<file path="src/hdl/aeba_pkg.sv">
// ----------------------------------------------------------------------------
// aeba_pkg
// Shared types, geometry constants and beam layout tables for the array
// element beam assigner.
// ----------------------------------------------------------------------------
package aeba_pkg;

  // Array geometry
  localparam int ARRAY_SIDE      = 64;
  localparam int BLOCKS_PER_SIDE = 2;
  localparam int BLK_SIZE        = ARRAY_SIDE / BLOCKS_PER_SIDE;
  localparam int EDGE_LO         = ARRAY_SIDE / 4;
  localparam int EDGE_HI         = 3 * (ARRAY_SIDE / 4);
  localparam logic BLK_SIZE_ODD  = 1'((BLK_SIZE % 2) != 0);

  localparam int COORD_W = 6;
  localparam int CFG_W   = 2;

  // Configuration register indexes
  localparam logic [CFG_W-1:0] REG_HOR   = 2'd0;
  localparam logic [CFG_W-1:0] REG_TIGHT = 2'd1;
  localparam logic [CFG_W-1:0] REG_DIAG  = 2'd2;

  // Diagonal classes
  localparam logic [1:0] DIAG_NONE = 2'd0;
  localparam logic [1:0] DIAG_MID  = 2'd1;
  localparam logic [1:0] DIAG_FULL = 2'd2;
  localparam logic [1:0] DIAG_TIGHT_LAYOUT = 2'd3;

  // Mode settings seen by the datapath
  typedef struct packed {
    logic       hor;
    logic       tight;
    logic [1:0] diag;   // clamped to 0..2
  } cfg_t;

  // Stage 1 result: raw subarray and edge flags
  typedef struct packed {
    logic       in_range;
    logic [3:0] raw;
    logic       x_lo;   // x below one quarter
    logic       x_hi;   // x at or above three quarters
    logic       y_lo;
    logic       y_hi;
  } geom_t;

  // Stage 2 result: remapped subarray
  typedef struct packed {
    logic       en;
    logic [3:0] sub;
  } rmp_t;

  // Beam layouts [layout][row][col]; NO_BEAM marks an empty entry.
  // Layouts 0..2 vertical by diagonal class, 3 vertical tight,
  // 4..6 horizontal by diagonal class, 7 horizontal tight.
  localparam logic [4:0] NO_BEAM = 5'd31;
  localparam logic [4:0] BEAM_TBL [8][4][4] = '{
    '{'{5'd0, 5'd2, 5'd10, 5'd12}, '{5'd1, 5'd3, 5'd11, 5'd13},
      '{5'd4, 5'd5, 5'd8, 5'd9},   '{5'd6, 5'd7, NO_BEAM, NO_BEAM}},
    '{'{5'd0, 5'd1, 5'd11, NO_BEAM}, '{5'd3, 5'd2, 5'd10, 5'd9},
      '{5'd5, 5'd4, NO_BEAM, 5'd8},  '{NO_BEAM, 5'd6, 5'd7, NO_BEAM}},
    '{'{5'd0, 5'd1, 5'd12, NO_BEAM}, '{5'd3, 5'd2, 5'd11, 5'd10},
      '{5'd4, 5'd5, 5'd8, 5'd9},     '{NO_BEAM, 5'd6, 5'd7, NO_BEAM}},
    '{'{5'd0, 5'd2, 5'd1, 5'd3},     '{5'd6, 5'd4, 5'd5, 5'd7},
      '{5'd8, 5'd10, 5'd9, 5'd11},   '{NO_BEAM, 5'd12, 5'd13, NO_BEAM}},
    '{'{5'd0, 5'd2, 5'd4, 5'd6},     '{5'd1, 5'd3, 5'd5, 5'd7},
      '{5'd10, 5'd12, 5'd8, NO_BEAM}, '{5'd11, 5'd13, 5'd9, NO_BEAM}},
    '{'{5'd0, 5'd3, 5'd5, NO_BEAM},  '{5'd1, 5'd2, 5'd4, 5'd6},
      '{5'd11, 5'd10, NO_BEAM, 5'd7}, '{NO_BEAM, 5'd9, 5'd8, NO_BEAM}},
    '{'{5'd0, 5'd3, 5'd4, NO_BEAM},  '{5'd1, 5'd2, 5'd5, 5'd6},
      '{5'd12, 5'd11, 5'd8, 5'd7},   '{NO_BEAM, 5'd10, 5'd9, NO_BEAM}},
    '{'{5'd0, 5'd6, 5'd8, NO_BEAM},  '{5'd2, 5'd4, 5'd10, 5'd12},
      '{5'd1, 5'd5, 5'd9, 5'd13},    '{5'd3, 5'd7, 5'd11, NO_BEAM}}
  };

endpackage

</file>
<file path="src/hdl/aeba_index.sv">
// ----------------------------------------------------------------------------
// aeba_index
// Forms the interleaved subarray number and the quarter edge flags of one
// element coordinate.
// ----------------------------------------------------------------------------
module aeba_index import aeba_pkg::*; (
  input  logic [COORD_W-1:0] col_i,
  input  logic [COORD_W-1:0] row_i,
  output geom_t              geom_o
);

  logic xb, yb, xs, ys;

  // Block index is 0 or 1; sub index is the parity inside the block
  assign xb = int'(col_i) >= BLK_SIZE;
  assign yb = int'(row_i) >= BLK_SIZE;
  assign xs = col_i[0] ^ (xb & BLK_SIZE_ODD);
  assign ys = row_i[0] ^ (yb & BLK_SIZE_ODD);

  always_comb begin
    geom_o.in_range = (int'(col_i) < ARRAY_SIDE) && (int'(row_i) < ARRAY_SIDE);
    geom_o.raw      = {xb, xs, yb, ys};
    geom_o.x_lo     = int'(col_i) < EDGE_LO;
    geom_o.x_hi     = int'(col_i) >= EDGE_HI;
    geom_o.y_lo     = int'(row_i) < EDGE_LO;
    geom_o.y_hi     = int'(row_i) >= EDGE_HI;
  end

endmodule

</file>
<file path="src/hdl/aeba_remap.sv">
// ----------------------------------------------------------------------------
// aeba_remap
// Applies the mode dependent remap and disable rules to a raw subarray.
// ----------------------------------------------------------------------------
module aeba_remap import aeba_pkg::*; (
  input  cfg_t  cfg_i,
  input  geom_t geom_i,
  output rmp_t  rmp_o
);

  logic       en;
  logic [3:0] d;

  always_comb begin
    en = geom_i.in_range;
    d  = geom_i.raw;
    if (!cfg_i.tight && !cfg_i.hor) begin
      // Vertical motion, wide layouts
      if (cfg_i.diag == DIAG_NONE) begin
        if (d[1:0] == 2'd3) begin
          if (geom_i.x_lo || geom_i.x_hi) en = 1'b0;
          else d[3] = 1'b0;
        end
      end else begin
        if (d == 4'd1 && geom_i.y_lo) en = 1'b0;
        else if (d == 4'd3 && !geom_i.y_hi) d = 4'd1;
        else if (d == 4'd3) en = 1'b0;
        else if (d == 4'd7 && geom_i.x_lo) en = 1'b0;
        else if (d == 4'd15 && !geom_i.x_hi) d = 4'd7;
        else if (d == 4'd15) en = 1'b0;
        else if (d == 4'd14 && geom_i.y_hi) en = 1'b0;
        else if (d == 4'd12 && !geom_i.y_lo) d = 4'd14;
        else if (d == 4'd12) en = 1'b0;
        if (cfg_i.diag == DIAG_MID) begin
          if (d == 4'd2 && geom_i.x_lo) en = 1'b0;
          else if (d == 4'd10 && !geom_i.x_hi) d = 4'd2;
          else if (d == 4'd10) en = 1'b0;
        end
      end
    end else if (!cfg_i.tight) begin
      // Horizontal motion, wide layouts
      if (cfg_i.diag == DIAG_NONE) begin
        if (d >= 4'd12) begin
          if (geom_i.y_lo || geom_i.y_hi) en = 1'b0;
          else if (d >= 4'd14) d = d - 4'd2;
        end
      end else begin
        if (d == 4'd4 && geom_i.x_lo) en = 1'b0;
        else if (d == 4'd12 && !geom_i.x_hi) d = 4'd4;
        else if (d == 4'd12) en = 1'b0;
        else if (d == 4'd13 && geom_i.y_lo) en = 1'b0;
        else if (d == 4'd15 && !geom_i.y_hi) d = 4'd13;
        else if (d == 4'd15) en = 1'b0;
        else if (d == 4'd11 && geom_i.x_hi) en = 1'b0;
        else if (d == 4'd3 && !geom_i.x_lo) d = 4'd11;
        else if (d == 4'd3) en = 1'b0;
        if (cfg_i.diag == DIAG_MID) begin
          if (d == 4'd8 && geom_i.y_lo) en = 1'b0;
          else if (d == 4'd10 && !geom_i.y_hi) d = 4'd8;
          else if (d == 4'd10) en = 1'b0;
        end
      end
    end else if (cfg_i.hor) begin
      // Horizontal motion, tight layout
      if ((d == 4'd4 || d == 4'd7) && geom_i.x_lo) en = 1'b0;
      else if (d == 4'd12 && !geom_i.x_hi) d = 4'd4;
      else if (d == 4'd15 && !geom_i.x_hi) d = 4'd7;
      else if (d == 4'd12 || d == 4'd15) en = 1'b0;
    end else begin
      // Vertical motion, tight layout
      if ((d == 4'd1 || d == 4'd13) && geom_i.y_lo) en = 1'b0;
      else if (d == 4'd3 && !geom_i.y_hi) d = 4'd1;
      else if (d == 4'd15 && !geom_i.y_hi) d = 4'd13;
      else if (d == 4'd3 || d == 4'd15) en = 1'b0;
    end
    rmp_o.en  = en;
    rmp_o.sub = d;
  end

endmodule

</file>
<file path="src/hdl/aeba_beam_lut.sv">
// ----------------------------------------------------------------------------
// aeba_beam_lut
// Looks up the beam of a remapped subarray in the layout picked by the mode.
// ----------------------------------------------------------------------------
module aeba_beam_lut import aeba_pkg::*; (
  input  cfg_t       cfg_i,
  input  rmp_t       rmp_i,
  output logic       enabled_o,
  output logic [3:0] beam_o,
  output logic [3:0] sub_o
);

  logic [2:0] layout;
  logic [4:0] entry;

  // Tight layouts ignore the diagonal class
  assign layout = {cfg_i.hor, cfg_i.tight ? DIAG_TIGHT_LAYOUT : cfg_i.diag};
  // Column-major: row is the low pair, column the high pair
  assign entry  = BEAM_TBL[layout][rmp_i.sub[1:0]][rmp_i.sub[3:2]];

  // Zero the fields of a disabled element
  always_comb begin
    enabled_o = rmp_i.en && (entry != NO_BEAM);
    beam_o    = enabled_o ? entry[3:0] : 4'd0;
    sub_o     = enabled_o ? rmp_i.sub : 4'd0;
  end

endmodule

</file>
<file path="src/hdl/array_element_beam_assigner_unit.sv">
// ----------------------------------------------------------------------------
// array_element_beam_assigner_unit
// Maps an element coordinate of the phased array to its driving beam.
// ----------------------------------------------------------------------------
// Takes one element coordinate per cycle and returns its beam through a
// three stage pipeline: subarray indexing, mode remap, and beam table
// lookup, each followed by a register with its own valid bit.
// Throughput is one element per clock; a stall at the output backs up the
// stages without losing or repeating any element. The mode registers are
// written through the plain write port (index 0 horizontal mode, 1 tight
// mode, 2 diagonal class, where class 3 behaves as 2) and must only change
// while the pipeline is empty.
module array_element_beam_assigner_unit import aeba_pkg::*; (
  input  logic               clk_i,
  input  logic               rst_ni,
  // Configuration
  input  logic               cfg_we_i,
  input  logic [CFG_W-1:0]   cfg_idx_i,
  input  logic [1:0]         cfg_data_i,
  // Element input
  input  logic               in_valid_i,
  output logic               in_ready_o,
  input  logic [COORD_W-1:0] element_col_i,
  input  logic [COORD_W-1:0] element_row_i,
  // Beam result
  output logic               out_valid_o,
  input  logic               out_ready_i,
  output logic               element_enabled_o,
  output logic [3:0]         beam_index_o,
  output logic [3:0]         subarray_index_o
);

  logic       hor_q, tight_q;
  logic [1:0] diag_q;
  cfg_t       cfg;

  logic  s1_valid_q, s2_valid_q, s3_valid_q;
  geom_t s1_geom_d, s1_geom_q;
  rmp_t  s2_rmp_d, s2_rmp_q;
  logic  s3_en_d, s3_en_q;
  logic [3:0] s3_beam_d, s3_beam_q, s3_sub_d, s3_sub_q;
  logic  s1_ld, s2_ld, s3_ld;

  // Mode registers
  always_ff @(posedge clk_i or negedge rst_ni) begin
    if (!rst_ni) begin
      hor_q   <= 1'b0;
      tight_q <= 1'b0;
      diag_q  <= DIAG_NONE;
    end else if (cfg_we_i) begin
      unique case (cfg_idx_i)
        REG_HOR:   hor_q   <= cfg_data_i[0];
        REG_TIGHT: tight_q <= cfg_data_i[0];
        REG_DIAG:  diag_q  <= cfg_data_i;
        default: ;
      endcase
    end
  end

  // Clamp the unused diagonal class onto the diagonal one
  always_comb begin
    cfg.hor   = hor_q;
    cfg.tight = tight_q;
    cfg.diag  = (diag_q == DIAG_TIGHT_LAYOUT) ? DIAG_FULL : diag_q;
  end

  // Stage load enables: a stage loads when empty or when its successor loads
  assign s3_ld      = !s3_valid_q || out_ready_i;
  assign s2_ld      = !s2_valid_q || s3_ld;
  assign s1_ld      = !s1_valid_q || s2_ld;
  assign in_ready_o = s1_ld;

  aeba_index u_index (
    .col_i  (element_col_i),
    .row_i  (element_row_i),
    .geom_o (s1_geom_d)
  );

  aeba_remap u_remap (
    .cfg_i  (cfg),
    .geom_i (s1_geom_q),
    .rmp_o  (s2_rmp_d)
  );

  aeba_beam_lut u_beam_lut (
    .cfg_i     (cfg),
    .rmp_i     (s2_rmp_q),
    .enabled_o (s3_en_d),
    .beam_o    (s3_beam_d),
    .sub_o     (s3_sub_d)
  );

  // Advance valid bits
  always_ff @(posedge clk_i or negedge rst_ni) begin
    if (!rst_ni) begin
      s1_valid_q <= 1'b0;
      s2_valid_q <= 1'b0;
      s3_valid_q <= 1'b0;
    end else begin
      if (s1_ld) s1_valid_q <= in_valid_i;
      if (s2_ld) s2_valid_q <= s1_valid_q;
      if (s3_ld) s3_valid_q <= s2_valid_q;
    end
  end

  // Advance payload; hold while stalled
  always_ff @(posedge clk_i) begin
    if (s1_ld && in_valid_i) s1_geom_q <= s1_geom_d;
    if (s2_ld && s1_valid_q) s2_rmp_q <= s2_rmp_d;
    if (s3_ld && s2_valid_q) begin
      s3_en_q   <= s3_en_d;
      s3_beam_q <= s3_beam_d;
      s3_sub_q  <= s3_sub_d;
    end
  end

  assign out_valid_o       = s3_valid_q;
  assign element_enabled_o = s3_en_q;
  assign beam_index_o      = s3_beam_q;
  assign subarray_index_o  = s3_sub_q;

  // A disabled element carries zero beam and subarray
  a_disabled_zero: assert property (@(posedge clk_i) disable iff (!rst_ni)
    out_valid_o && !element_enabled_o |-> beam_index_o == 4'd0 && subarray_index_o == 4'd0)
    else $error("disabled element with nonzero fields");

  // Beam numbers stay inside the layout range
  a_beam_range: assert property (@(posedge clk_i) disable iff (!rst_ni)
    out_valid_o |-> beam_index_o <= 4'd13)
    else $error("beam index out of range");

  // A blocked first stage keeps its element
  a_s1_hold: assert property (@(posedge clk_i) disable iff (!rst_ni)
    s1_valid_q && !s2_ld |=> s1_valid_q && $stable(s1_geom_q))
    else $error("stage 1 element lost under stall");

endmodule

</file>
<file path="config.mk">
export PLATFORM = sky130hd
export DESIGN_NAME = array_element_beam_assigner_unit
export DESIGN_NICKNAME = d
export VERILOG_FILES = /design/src/hdl/aeba_pkg.sv /design/src/hdl/aeba_index.sv /design/src/hdl/aeba_remap.sv /design/src/hdl/aeba_beam_lut.sv /design/src/hdl/array_element_beam_assigner_unit.sv
export SDC_FILE = /design/constraint.sdc
export NUM_CORES = 1
export LEC_CHECK = 0
export ABC_AREA = 1
export BUFFER_PORTS_ARGS = -buffer_cell sky130_fd_sc_hd__buf_4
export CAP_MARGIN = 20
export CELL_PAD_IN_SITES_DETAIL_PLACEMENT = 0
export CELL_PAD_IN_SITES_GLOBAL_PLACEMENT = 2
export CORE_ASPECT_RATIO = 1.1
export CORE_MARGIN = 4
export CORE_UTILIZATION = 32
export CTS_CLUSTER_DIAMETER = 200
export CTS_CLUSTER_SIZE = 25
export DETAILED_ROUTE_END_ITERATION = 10
export GPL_ROUTABILITY_DRIVEN = 0
export PLACE_DENSITY = 0.76
export SLEW_MARGIN = 0
export SYNTH_ARGS = -nofsm -noshare
export SYNTH_HDL_FRONTEND = slang
export SYNTH_HIERARCHICAL = 1
export SYNTH_SLANG_ARGS = --single-unit
</file>
<file path="constraint.sdc">
create_clock -name clk_i -period 2.35 [get_ports clk_i]
set_input_delay 0.235 -clock clk_i [delete_from_list [all_inputs] [get_ports clk_i]]
set_output_delay 0.235 -clock clk_i [all_outputs]
set_load 0.01 [all_outputs]
</file>
==> summary.txt <==
Worst setup path
  – Slowest cell on crit path: dfrtp_1
  – WP buf/inv: 1
  – Crit path kind: reg2reg
  – Crit-path leading delay family: simple AND/OR/NAND/NOR gates
  – Startpoint types: flop
  – R2R Path Start: diag_q[1]$_DFFE_PN0P_
  – Worst-case reg-to-reg path depth: 12
  – CP peak stage delay: between 0.4 and 0.5 ns
  – Cell Chain, Critical Path: buf_6 -> nor2_2 -> ha_1 -> nand2_1 -> o21ai_1 -> o21ai_1 -> nand2_1 -> nand3_1 -> a21oi_2 -> nand3_2 -> nand2_4 -> nor2_1
  – RR Endpoint: subarray_index_o[1]$_DFFE_PP_
  – Critical path arrival: 2.26 ns
  – Reg2Reg Setup Slack: between 0.1 and 0.15 ns
  – Crit path max fanout: 8
  – Setup crit end kind: flop
  – WP data required: about 2.4 ns

Timing
  – Clk_skew: just over 0.007 ns
  – Final setup margin: 0.131 ns
  – RSZ-0062 raised after global routing: true
  – Setup TNS: 0 ns
  – Setup violations, final: 0
  – Final Max Tran Viols: 0
  – Final Cycle Share: a little over nine tenths
  – Slew margin rel.: 64.5%
  – Min cycle time layout: ~2.2 ns
  – Hold Vio Cnt, Final: 0
  – Slew @ Worst Pin: between 0.5 and 0.6 ns
  – F_max: about 0.45 GHz

Synth
  – Top_reg_cell synth: edfxtp_1
  – Count leader, synth: nand2_1
  – Yosys warnings: 6
  – Post-synth EDFFs: 23
  – Fraction of synthesized area in multiplexers: 0%
  – Cell area after synthesis: around 2600 sq um
  – Most frequent cells after synthesis: nand2_1 (114), nor2_1 (46), inv_1 (43)
  – Simple-Gate Fraction of Synth Area: between 30% and 40%
  – Post-synthesis net count: about 420
  – Synth Area in XOR/XNOR: 0%
  – Main combinational cell family by area after synthesis: simple AND/OR/NAND/NOR gates
  – Compound-gate portion of the synthesized area: 12.0%
  – Async set-reset flop share out of synthesis: 23.3%
  – Largest cells by area after synthesis: edfxtp_1 (27%), nand2_1 (16%), dfrtp_1 (6.7%), nand3_1 (6.7%), nor2_1 (6.6%)
  – Cell variety after synth: 34
  – Top-area cell type share of the netlist area: 26.5%
  – Register area share after synthesis: between 30 and 40%
  – Gate count of the mapped netlist: approximately 400
  – Avg Cell Area, Syn: 6.70 sq um
  – Synth Area in Adders: around 3.8%
  – Leading area contributor after synthesis: edfxtp_1
  – FF+latch count, synth: 30

Min path
  – Beginning of the worst hold path: element_row_i[0]
  – Hold Crit Depth: 1
  – Hold Crit Endpoint: s1_geom_q[4]$_DFFE_PP_
  – HP Class: in2reg

Detailed routing
  – Via count: 2600
  – Routed wire per std cell: 13.5 um
  – Starting DRT DRC Count: around 130
  – Vias per cell: 4.90
  – Drt drc: 0
  – Routed WL: roughly 7200 um
  – Detailed Routing Iterations Pass 1: 4
  – ANT nets after route: 0

Floorplan
  – Die height: 103 um
  – Core Area: 7910 sq um
  – DIE WIDTH: 94.0 um
  – Row count: 34
  – I/O Pins: 32
  – Die area: between 9000 and 10000 sq um
  – Initial Util: about a third

Final layout
  – Fillcell total: approximately 900
  – ANT cells: 0
  – Area delta synth->final: 20.3%
  – Final instance area: about 3100 sq um
  – Fraction of layout cells with a size suffix above 1: a little under a quarter
  – Nets: 451

Clock tree
  – Clock Root Buffer: clkbuf_8
  – # H-tree levels: 2
  – Max clock buf depth: 2
  – Clk_lat worst skew: 0.28 ns
  – CTS tree: done
  – Sinks on Clock Net: 30
  – Clk pin slew, worst setup/hold paths: roughly 0.07 ns
  – Total CTS buffers: 5

GRT
  – First-pass GRT wire length: about 12000 um
  – Largest net degree at the start of global routing: 21
  – Initial antenna violation count: 0
  – M1 GR Usage: between 15 and 20%
  – M3 GR Usage: 2.34%
  – Aggregate global-route resource usage: approximately 16%
  – Layer with the highest usage: met2
  – GR Overflow Total: 0
  – Vias in the first global route: between 2000 and 2500
  – Met2 GRT Util: 28.9%

Pwr
  – Peak VDD IR: ~270 uV
  – Pwr dens: about 710 nW/um^2
  – Lkg Pwr: around 1.5 nW

Place
  – DP HPWL: 5550 um
  – Worst slack, placed: 0.0775 ns
  – # port buffers: 25
  – Post-DP Area: 2930 sq um

Outcome
  – Run status: finished clean

Job
  – Max-Cap Viols: 0
[placed cells by master, fill, tap and decap left out, drive strengths merged, types with 3 or more instances in the layout]
master	instances
nor2	52
ha	8
nand2	119
clkbuf	5
dfrtp	7
o21ai	23
o211ai	6
nand3	39
clkinv	3
edfxtp	23
a21oi	21
nand4	11
inv	50
buf	44
[logic make-up (layout without fill, tap and decap cells)]
group,count (synthesis),after routing
buf+inv,70,104
other cells,1,1
compound gates,55,55
simple gates,225,225
flops,30,30
fa+ha+maj,8,8
[stage by stage]
step / hold WS [ns] / power (W) / utilization, % / cells
after floorplan: -0.0606 / 0.00143 / - / 389
after global placement: 0.0532 / 0.00177 / 37.0 / 519
after detailed placement: 0.0527 / 0.00175 / 37.0 / 519
after CTS: 0.115 / 0.00217 / 38.2 / 528
after global routing: 0.109 / 0.00243 / 39.6 / 531
final: 0.125 / 0.00223 / 39.6 / 531
[how the worst max path moves through the flow]
stage,from,to,slack [ns],cells after the start
after floorplan,tight_q$_DFFE_PN0P_,subarray_index_o[2]$_DFFE_PP_,0.22,15
after global placement,diag_q[0]$_DFFE_PN0P_,subarray_index_o[0]$_DFFE_PP_,0.05,17
after detailed placement,tight_q$_DFFE_PN0P_,subarray_index_o[0]$_DFFE_PP_,0.08,15
after CTS,diag_q[0]$_DFFE_PN0P_,subarray_index_o[0]$_DFFE_PP_,0.05,17
after global routing,diag_q[1]$_DFFE_PN0P_,subarray_index_o[0]$_DFFE_PP_,-0.02,16
final,diag_q[1]$_DFFE_PN0P_,subarray_index_o[1]$_DFFE_PP_,0.13,12
[layer usage]
metal	up-vias	routed length, um
met5	-	0
met4	0	161
met3	12	246
met2	59	3740
met1	1192	3010
li1	1337	-
[area by class of cell]
| type | count | area [sq um] | share of cell area, % |
|---|---|---|---|
| timing repair buffer | 45 | 344 | 11.0 |
| multi-input combinational | 289 | 1510 | 48.2 |
| clock buffer | 5 | 68.8 | 2.20 |
| sequential | 30 | 866 | 27.6 |
| tap | 108 | 135 | 4.31 |
| clock inverter | 3 | 16.3 | 0.519 |
| inverter | 51 | 194 | 6.19 |
[flip-flops by register name, indices dropped and copies added, names as in the netlist]
| name | count |
|---|---|
| subarray_index_o | 4 |
| out_valid_o | 1 |
| diag_q | 2 |
| s2_rmp_q | 5 |
| beam_index_o | 4 |
| s1_geom_q | 9 |
| element_enabled_o | 1 |
| tight_q | 1 |
| hor_q | 1 |
| s1_valid_q | 1 |
| s2_valid_q | 1 |
[where the power goes]
group	leakage [nW]	internal, W	switching, W
Sequential	0.309	0.000683	0.0000680
Combinational	1.11	0.000407	0.000659
Clock	0.0416	0.000203	0.000206
[what timing repair did]
| item | 4_1_cts | 5_1_grt |
|---|---|---|
| endpoints found under the hold margin | 7 | 0 |
| resized for setup | 0 | 27 |
| hold buffers | 1 | 0 |
| endpoints found under the setup margin | 0 | 9 |
| buffers inserted | 0 | 3 |
Power figures use the tool's default switching activity.
